`config.mk`:
```
export PLATFORM = sky130hd
export DESIGN_NAME = smalu_cell
export DESIGN_NICKNAME = d
export VERILOG_FILES = /design/src/smalu_pkg.sv /design/src/smalu_cell.sv
export SDC_FILE = /design/constraint.sdc
export NUM_CORES = 1
export LEC_CHECK = 0
export BUFFER_PORTS_ARGS = -buffer_cell sky130_fd_sc_hd__buf_2
export CAP_MARGIN = 30
export CORE_ASPECT_RATIO = 1.4
export CORE_UTILIZATION = 40
export DETAILED_ROUTE_END_ITERATION = 8
export PLACE_DENSITY = 0.84
export SLEW_MARGIN = 40
export SYNTH_ARGS = -nofsm -noshare
export SYNTH_HDL_FRONTEND = slang
export SYNTH_SLANG_ARGS = --single-unit
```
`constraint.sdc`:
```
create_clock -name clk -period 2 [get_ports clk]
set_clock_uncertainty 0.1 [all_clocks]
set_input_delay 0.1 -clock clk [delete_from_list [all_inputs] [get_ports clk]]
set_output_delay 0.1 -clock clk [all_outputs]
set_load 0.02 [all_outputs]
```
`src/smalu_pkg.sv`:
```
// Shared types and constants for the stack machine ALU.
`timescale 1ns / 1ps
package smalu_pkg;

  localparam int DATA_W = 32;
  localparam int OP_W   = 4;
  localparam int STAT_W = 2;
  localparam int DEPTH_OUT_W = 7;
  localparam int DIV_CNT_W = $clog2(DATA_W);

  localparam logic [OP_W-1:0] OP_LOAD  = 4'd0;
  localparam logic [OP_W-1:0] OP_STORE = 4'd1;
  localparam logic [OP_W-1:0] OP_ADD   = 4'd2;
  localparam logic [OP_W-1:0] OP_SUB   = 4'd3;
  localparam logic [OP_W-1:0] OP_MUL   = 4'd4;
  localparam logic [OP_W-1:0] OP_DIV   = 4'd5;
  localparam logic [OP_W-1:0] OP_MOD   = 4'd6;
  localparam logic [OP_W-1:0] OP_LT    = 4'd7;
  localparam logic [OP_W-1:0] OP_GT    = 4'd8;
  localparam logic [OP_W-1:0] OP_EQ    = 4'd9;
  localparam logic [OP_W-1:0] OP_NOT   = 4'd10;
  localparam logic [OP_W-1:0] OP_JMP   = 4'd11;
  localparam logic [OP_W-1:0] OP_JT    = 4'd12;

  localparam logic [STAT_W-1:0] ST_OK    = 2'd0;
  localparam logic [STAT_W-1:0] ST_UNDER = 2'd1;
  localparam logic [STAT_W-1:0] ST_OVER  = 2'd2;
  localparam logic [STAT_W-1:0] ST_DIVZ  = 2'd3;

  // What a stack cell does this cycle.
  typedef enum logic [1:0] {
    CM_HOLD,
    CM_DOWN,   // take the entry from the cell above (push side)
    CM_UP      // take the entry from the cell below (pop side)
  } cell_mode_t;

  // Shift control for the cell row: the top cell and all others.
  typedef struct packed {
    cell_mode_t top_mode;
    cell_mode_t rest_mode;
  } stk_ctrl_t;

endpackage

```
`src/smalu_cell.sv`:
```
// One stack entry: holds a word and shifts toward the top or the bottom.
`timescale 1ns / 1ps
module smalu_cell (
  input  logic                        clk,
  input  smalu_pkg::cell_mode_t       mode,
  input  logic [smalu_pkg::DATA_W-1:0] from_above,
  input  logic [smalu_pkg::DATA_W-1:0] from_below,
  output logic [smalu_pkg::DATA_W-1:0] data
);
  import smalu_pkg::*;

  always_ff @(posedge clk) begin
    case (mode)
      CM_DOWN: data <= from_above;
      CM_UP:   data <= from_below;
      default: data <= data;
    endcase
  end

endmodule

```
==> impl_results.md <==
* Top cells by count, synth: 32 x edfxtp_1, 30 x mux2_4, 3 x buf_12
* Top-count cell post-synth: edfxtp_1
* Hold depth at 2
* Post-CTS setup buffers at 0
* RePlAce Congestion at 0.709
* Worst hold path type: primary input to flip-flop
* Leak pwr at 0.00102 uW
* Port bufs at 98
* Post-synthesis cell count at 71
* Post-synth EDFFs at 32
* Synth Flop Type: edfxtp_1
* Max reg flops at 32
* Worst path bufs/invs at 3
* Placed instance count at 210
* WS Path Type: primary input to flip-flop
* Worst Path Arrival at 1.08 ns
* I/O pin cnt at 99
* Ys async rst share at 0%
* Clk pwr share at 31.2%
* Cell row count at 26
* CTS Buf Count at 5
* First-pass GRT wire length at 4230 um
* Pwr/cell area at 881 nW/um^2
* Die Wd at 54.2 um
* Top cells by area, synth: edfxtp_1 63%, mux2_4 30%, buf_12 3.9%
* Avg Cell Area, Syn at 21.5 sq um
* Unique masters post-synth at 7
* Share of layout cells above drive strength 1 at 79.5%
* CTS H-Tree Depth at 2
* Synthesis-to-finish area growth at 39.5%
* CP top delay family: buffers and inverters
* Overall Global Routing Usage at 15.4%
* Critical Path Start Type: primary input
* Top cell type by total area after synthesis: edfxtp_1
* Layout net count at 243
* Vias in the first global route at 955
* Clk sink count at 32
* Max FO, Critical Path at 17
* FMAX at 871 MHz
* Max Cap Viol at 0
* Vias post-DR at 996
* DRC at 0
* Drt initial violations at 11
* Pre-antenna DRT Iters at 3
* Clock tree buffer depth at 2
* Die H at 75.1 um
* CTS Hold Bufs at 0
* Post-DP HPWL at 2320 um
* Synth Warn # at 0
* Initial antenna violation count at 0
* Sw Ratio at 25.2%
* Die area at 4070 sq um
* Sequential element share of the synthesized area at 63.0%
* Clock Pin Slew Worst Setup and Hold Paths at 0.06 ns
* Largest net degree at the start of global routing at 33
* Drt wl/cell at 13.9 um
* Unrepaired setup endpoints after global routing: no
* Internal at 1400 uW
* CP cell instances: buf_2 > inv_1 > ha_2 > buf_4 > mux2_2
* Comb power frac at 22.1%
* Post-layout min period at 1.15 ns
* Diode count at 0
* Sequential share of power at 46.7%
* Post-DRT Antenna Nets at 0
* Vias per cell at 4.57
* Initial Utilization at 41.9%
* Crit. End Element: flip-flop
* Final Cycle Share at 57.4%
* PostCTS Resize Cnt at 0
* Congestion Overflow GR at 0
* Worst vdd rail ir drop at 0.000593 V
* Final setup viols at 0
* Largest Register: data
* Net Switching at 473 uW
* Relative slew slack at 72.8%
* Mapped cell area at 1530 sq um
* Syn nets at 139
* Measured slew at the worst slew-check pin at 0.407 ns
* Core ar. at 3640 sq um
* Status: complete, no violations
* Root buffer cell: clkbuf_8
* Final hold viol count at 0
* Max-slew violation count at 0
* Non-Filler Instances at 218
* FF+latch count, synth at 32
* Critical Path RT at 1.93 ns
* HP Start: from_below[13]
* Slowest cell on the critical path: mux2_2
* Fin Setup TNS at 0 ns
* Hold_ws at 0.0206 ns
* Synth top area share at 63.0%
* Top flop regs: data x32
* CTS tree: yes
* DRT Wirelength at 3040 um
* Worst path max stage delay at 0.37 ns
* WHS Endpoint: data[13]$_DFFE_PP_
[power by group through the flow]
stage / Clock (uW) / Combinational, uW / Sequential [uW]
floorplan: 0 / 130 / 1020
global placement: 0 / 411 / 885
detailed placement: 0 / 417 / 891
CTS: 600 / 419 / 878
global route: 621 / 443 / 888
finish: 584 / 414 / 876
[how the worst max path moves through the flow]
| stage | start | to | slack [ns] | depth (start not counted) |
|---|---|---|---|---|
| after floorplan | mode[0] | data[0]$_DFFE_PP_ | 0.48 | 3 |
| after global placement | mode[0] | data[30]$_DFFE_PP_ | 0.57 | 5 |
| after detailed placement | mode[0] | data[30]$_DFFE_PP_ | 0.56 | 5 |
| after CTS | mode[0] | data[30]$_DFFE_PP_ | 0.85 | 5 |
| after global routing | mode[0] | data[30]$_DFFE_PP_ | 0.81 | 5 |
| final | mode[0] | data[30]$_DFFE_PP_ | 0.85 | 5 |
[placed cells by master, fill, tap and decap left out]
master / n
buf_2: 98
buf_4: 3
bufinv_16: 1
clkbuf_8: 5
clkinv_1: 2
edfxtp_1: 32
ha_2: 1
inv_1: 2
mux2_2: 2
mux2_4: 30
[area by class of cell]
type | instances | area (sq um)
fillers | 328 | 1520
flip-flops and latches | 32 | 961
repair buffers | 101 | 513
multi-input cells | 33 | 488
clock buffers | 5 | 68.8
well taps | 42 | 52.6
clock inverters | 3 | 37.5
inverters | 2 | 7.51
[cells by family after synthesis]
| family | count (synthesis) | synth area share [%] |
|---|---|---|
| adder cells (fa/ha/maj) | 1 | 0.820 |
| buffers and inverters | 6 | 5.17 |
| flip-flops | 32 | 63.0 |
| multiplexers | 32 | 31.0 |
[metrics by stage]
step | power (uW) | setup slack [ns] | utilization (%) | instance area [sq um]
4_1_cts | 1900 | 0.846 | 58.4 | 2130
5_1_grt | 1950 | 0.812 | 58.4 | 2130
2_1_floorplan | 1150 | 0.475 | - | 1530
3_3_place_gp | 1300 | 0.574 | 55.5 | 2020
6_report | 1870 | 0.852 | 58.4 | 2130
3_5_place_dp | 1310 | 0.555 | 55.5 | 2020
[per-layer routing]
metal  vias to the layer above  global-route usage, %  share of wire (%)  wire length, um
li1                        479                      -                  -                -
met1                       458                   13.5                 32              967
met2                        49                   29.0                 58             1780
met3                        10                   4.24                6.0              181
met4                         0                   9.97                3.8              114
met5                         -                      0                  0                0
Note: power is estimated with default switching activity, not from simulation.
