===== src/smalu_pkg.sv =====
// Shared types and constants for the stack machine ALU.
`timescale 1ns / 1ps
package smalu_pkg;

  localparam int DATA_W = 32;
  localparam int OP_W   = 4;
  localparam int STAT_W = 2;
  localparam int DEPTH_OUT_W = 7;
  localparam int DIV_CNT_W = $clog2(DATA_W);

  localparam logic [OP_W-1:0] OP_LOAD  = 4'd0;
  localparam logic [OP_W-1:0] OP_STORE = 4'd1;
  localparam logic [OP_W-1:0] OP_ADD   = 4'd2;
  localparam logic [OP_W-1:0] OP_SUB   = 4'd3;
  localparam logic [OP_W-1:0] OP_MUL   = 4'd4;
  localparam logic [OP_W-1:0] OP_DIV   = 4'd5;
  localparam logic [OP_W-1:0] OP_MOD   = 4'd6;
  localparam logic [OP_W-1:0] OP_LT    = 4'd7;
  localparam logic [OP_W-1:0] OP_GT    = 4'd8;
  localparam logic [OP_W-1:0] OP_EQ    = 4'd9;
  localparam logic [OP_W-1:0] OP_NOT   = 4'd10;
  localparam logic [OP_W-1:0] OP_JMP   = 4'd11;
  localparam logic [OP_W-1:0] OP_JT    = 4'd12;

  localparam logic [STAT_W-1:0] ST_OK    = 2'd0;
  localparam logic [STAT_W-1:0] ST_UNDER = 2'd1;
  localparam logic [STAT_W-1:0] ST_OVER  = 2'd2;
  localparam logic [STAT_W-1:0] ST_DIVZ  = 2'd3;

  // What a stack cell does this cycle.
  typedef enum logic [1:0] {
    CM_HOLD,
    CM_DOWN,   // take the entry from the cell above (push side)
    CM_UP      // take the entry from the cell below (pop side)
  } cell_mode_t;

  // Shift control for the cell row: the top cell and all others.
  typedef struct packed {
    cell_mode_t top_mode;
    cell_mode_t rest_mode;
  } stk_ctrl_t;

endpackage


===== src/smalu_div.sv =====
// Restoring divider, one quotient bit per cycle.
`timescale 1ns / 1ps
module smalu_div (
  input  logic                         clk,
  input  logic                         rst,
  input  logic                         start,
  input  logic [smalu_pkg::DATA_W-1:0] dividend,
  input  logic [smalu_pkg::DATA_W-1:0] divisor,
  output logic                         done,
  output logic [smalu_pkg::DATA_W-1:0] quotient,
  output logic [smalu_pkg::DATA_W-1:0] remainder
);
  import smalu_pkg::*;

  logic                 running;
  logic [DIV_CNT_W-1:0] count;
  logic [DATA_W-1:0]    dvs;
  logic [DATA_W:0]      trial;

  // shifted partial remainder stays below twice the divisor
  assign trial = {remainder, quotient[DATA_W-1]} - {1'b0, dvs};

  always_ff @(posedge clk) begin
    if (rst) begin
      running <= 1'b0;
      done    <= 1'b0;
      count   <= '0;
    end else begin
      done <= 1'b0;
      if (start) begin
        running <= 1'b1;
        count   <= '0;
      end else if (running) begin
        count <= count + DIV_CNT_W'(1);
        if (count == DIV_CNT_W'(DATA_W - 1)) begin
          running <= 1'b0;
          done    <= 1'b1;
        end
      end
    end
  end

  always_ff @(posedge clk) begin
    if (start) begin
      remainder <= '0;
      quotient  <= dividend;
      dvs       <= divisor;
    end else if (running) begin
      if (!trial[DATA_W]) begin
        remainder <= trial[DATA_W-1:0];
        quotient  <= {quotient[DATA_W-2:0], 1'b1};
      end else begin
        remainder <= {remainder[DATA_W-2:0], quotient[DATA_W-1]};
        quotient  <= {quotient[DATA_W-2:0], 1'b0};
      end
    end
  end

endmodule

===== config.mk =====
export PLATFORM = sky130hd
export DESIGN_NAME = smalu_div
export DESIGN_NICKNAME = d
export VERILOG_FILES = /design/src/smalu_pkg.sv /design/src/smalu_div.sv
export SDC_FILE = /design/constraint.sdc
export NUM_CORES = 1
export LEC_CHECK = 0
export BUFFER_PORTS_ARGS = -buffer_cell sky130_fd_sc_hd__buf_2
export CORE_UTILIZATION = 40
export DETAILED_ROUTE_END_ITERATION = 10
export PLACE_DENSITY = 0.7
export SLEW_MARGIN = 0
export SYNTH_ARGS = -nofsm -noshare
export SYNTH_HDL_FRONTEND = slang
export SYNTH_SLANG_ARGS = --single-unit

===== constraint.sdc =====
create_clock -name clk -period 5 [get_ports clk]
set_input_delay 0.75 -clock clk [delete_from_list [all_inputs] [get_ports clk]]
set_output_delay 0.75 -clock clk [all_outputs]
set_load 0.005 [all_outputs]

==> results.sh <==
export IMPL_syn_area_mm2=0.00585
export IMPL_cts_root_buffer="clkbuf_16"
export IMPL_grt_start_max_net_pins=75
export IMPL_leakage_nw=3.06
export IMPL_nNetsFinal=780
export IMPL_core_mm2=0.0141
export IMPL_drt_pass1_iterations=4
export IMPL_setup_viol=0
export IMPL_min_path_type="reg -> reg"
export IMPL_timing_final_crit_period_ns=3.72
export IMPL_start_kind="register"
export IMPL_hold_ws_ns=0.513
export IMPL_fmax_ghz=0.269
export IMPL_cpMaxStageDelayCell="or4_1"
export IMPL_synth_warnings=0
export IMPL_grt_use_total=0.181
export IMPL_worstPathArrival_ns=3.98
export IMPL_avgRoutedWirePerCell_um=14.9
export IMPL_worst_slew_pin_slew_ns=0.763
export IMPL_p_per_area_mw_per_mm2=327
export IMPL_row_count=43
export IMPL_dp_worst_setup_slack_ns=1.30
export IMPL_htreeDepth=3
export IMPL_ys_seq_area_frac=0.462
export IMPL_clk_insertion_delay_late_ns=0.37
export IMPL_finClkSkew_ns=0.0163
export IMPL_drive_above_1_share=0.286
export IMPL_yosys_top_cells_count="edfxtp_1 (64), nor2_1 (53), dfxtp_1 (39), inv_1 (39), a21oi_1 (35)"
export IMPL_grt_first_pass_wirelength_um=21100
export IMPL_finalSetupTns_ns=0
export IMPL_ys_types=52
export IMPL_synth_most_common_cell="edfxtp_1"
export IMPL_die_area_mm2=0.0151
export IMPL_fin_cells=863
export IMPL_cp_cell_sequence="ha_1 > a21o_1 > a211o_1 > o21ai_0 > o21ai_0 > or4_1 > a41oi_2 > xnor2_2 > buf_4 > nand2b_1 > mux2_2 > a311oi_1"
export IMPL_dr_first_iter_drc_count=233
export IMPL_irDropWorstVdd_mv=0.200
export IMPL_vias_per_cell=5.24
export IMPL_synth_edf_count=64
export IMPL_ctsResizeCount=0
export IMPL_cts_tree="built"
export IMPL_grt_pass1_vias=4496
export IMPL_postCtsSetupBuffers=0
export IMPL_grt_overflow=0
export IMPL_finalHoldViolations=0
export IMPL_drc=0
export IMPL_synthTopCellsByArea="edfxtp_1 (33%), dfxtp_1 (13%), ha_1 (7.3%)"
export IMPL_cp_max_fo=18
export IMPL_drtAntennaViolNets=0
export IMPL_cts_buffers=9
export IMPL_dp_hpwl_um=9530
export IMPL_maxCapViolCount=0
export IMPL_async_flop_share=0
export IMPL_antenna_found_initial=1
export IMPL_syn_area_per_cell_um2=10.4
export IMPL_cp_slowest_stage_delay_ns=0.51
export IMPL_synth_top_area_share=0.329
export IMPL_relSlewSlack=0.479
export IMPL_timing_final_ws_setup_ns=1.28
export IMPL_cp_common_cell="o21ai_0"
export IMPL_clk_path_buf_depth=2
export IMPL_dpl_cell_count=847
export IMPL_post_route_period_util=0.743
export IMPL_portBuffers=131
export IMPL_die_x_um=123
export IMPL_syn_inst=561
export IMPL_cts_hold_buffers_added=0
export IMPL_initial_core_util=0.415
export IMPL_pin_count=132
export IMPL_wl_um=12800
export IMPL_clk_pin_slew_worst_paths_ns=0.08
export IMPL_vias=4521
export IMPL_synth_ff_type="edfxtp_1"
export IMPL_critical_path_required_ns=5.26
export IMPL_gp_congestion=0.882
export IMPL_rsz0062_at_grt="no"
export IMPL_yosysTopAreaCell="edfxtp_1"
export IMPL_syn_nets=663
export IMPL_cts_sinks=103
export IMPL_ys_ff_latch=103
export IMPL_critical_path_top_delay_family="compound AO/OA/AOI/OAI gates"
export IMPL_die_h_um=123
export IMPL_worstSetupEndpointType="register"
export IMPL_crit_type="reg -> reg"
export IMPL_drv_slew=0
export IMPL_crit_buf_inv=1
export IMPL_area_growth_pct=18.6
export IMPL_status="finished clean"
export IMPL_antenna_cells=0
[cell type report]
cell class,instances,area (um2)
clock buffer,10,229
sequential,103,2700
timing repair buffer,135,701
tap,180,225
fill,1319,7160
clock inverter,6,50.0
inverter,39,146
multi-input combinational,390,2880
[stage by stage]
stage          cell area, um2  total power, mW  utilization
3_3_place_gp             6660             1.60        0.472
2_1_floorplan            5850             1.44            -
4_1_cts                  6940             2.29        0.492
5_1_grt                  6940             2.39        0.492
6_report                 6940             2.27        0.492
3_5_place_dp             6660             1.61        0.472
[final timing paths]
kind | cells past startpoint | to | slack (ns) | start
setup / recovery | 12 | remainder[23] | 1.28 | remainder[4]
hold / removal | 2 | remainder[1] | 0.51 | remainder[1]
setup reg to reg | 12 | remainder[23] | 1.28 | remainder[4]
hold reg to reg | 2 | remainder[1] | 0.51 | remainder[1]
[worst reg2reg max path: stages, from the launching register on]
cell and delay [ns]:
dfxtp_1 0.34, ha_1 0.37, a21o_1 0.21, a211o_1 0.26, o21ai_0 0.29, o21ai_0 0.18
or4_1 0.51, a41oi_2 0.22, xnor2_2 0.25, buf_4 0.38, nand2b_1 0.09, mux2_2 0.26
a311oi_1 0.25
[power by group]
| group | switching (mW) | internal, mW | leakage [nW] |
|---|---|---|---|
| sequential | 0.0479 | 0.985 | 0.956 |
| clock | 0.333 | 0.346 | 0.137 |
| combinational | 0.297 | 0.258 | 1.96 |
[cell usage in the layout, fill, tap and decap left out, types with 3 or more instances in the layout]
cell,synthesis,routed
a211oi_1,27,27
xnor2_1,17,16
inv_1,39,39
clkbuf_16,0,9
a211o_1,4,4
mux2i_1,27,27
a31oi_1,5,5
nor2_1,53,53
xor2_1,12,12
edfxtp_1,64,64
nand2b_1,10,10
o211ai_1,3,3
nor2b_1,6,6
o21ai_0,19,19
inv_6,0,3
o21bai_1,3,3
a311oi_1,4,4
buf_4,0,4
nand4_1,5,5
mux2_2,34,34
o21a_1,4,4
ha_1,34,34
buf_2,2,130
nand3_1,10,10
or2_2,5,5
nand2_1,30,30
dfxtp_1,39,38
a21o_1,11,11
nand3b_1,3,3
or3_1,4,4
a21oi_1,35,35
[flip-flops by register name (all words and copies together) (netlist names)]
register	flops
dvs	32
quotient	32
remainder	32
count	5
done	1
running	1
[cell families after synthesis]
logic type	count (synthesis)	synth area share
AO/OA/AOI/OAI	128	0.148
XOR/XNOR	29	0.0434
adder cells (fa/ha/maj)	35	0.0762
buffers and inverters	68	0.0466
flip-flops	103	0.462
multiplexers	62	0.114
AND/OR/NAND/NOR	136	0.110
[per-layer routing]
metal,up-vias,GRT usage,wire [um]
met1,2092,0.206,5580
li1,2274,-,-
met3,22,0.0590,871
met4,2,0.0755,242
met2,131,0.309,6120
met5,-,0,13
(Power assumes the default switching activity.)
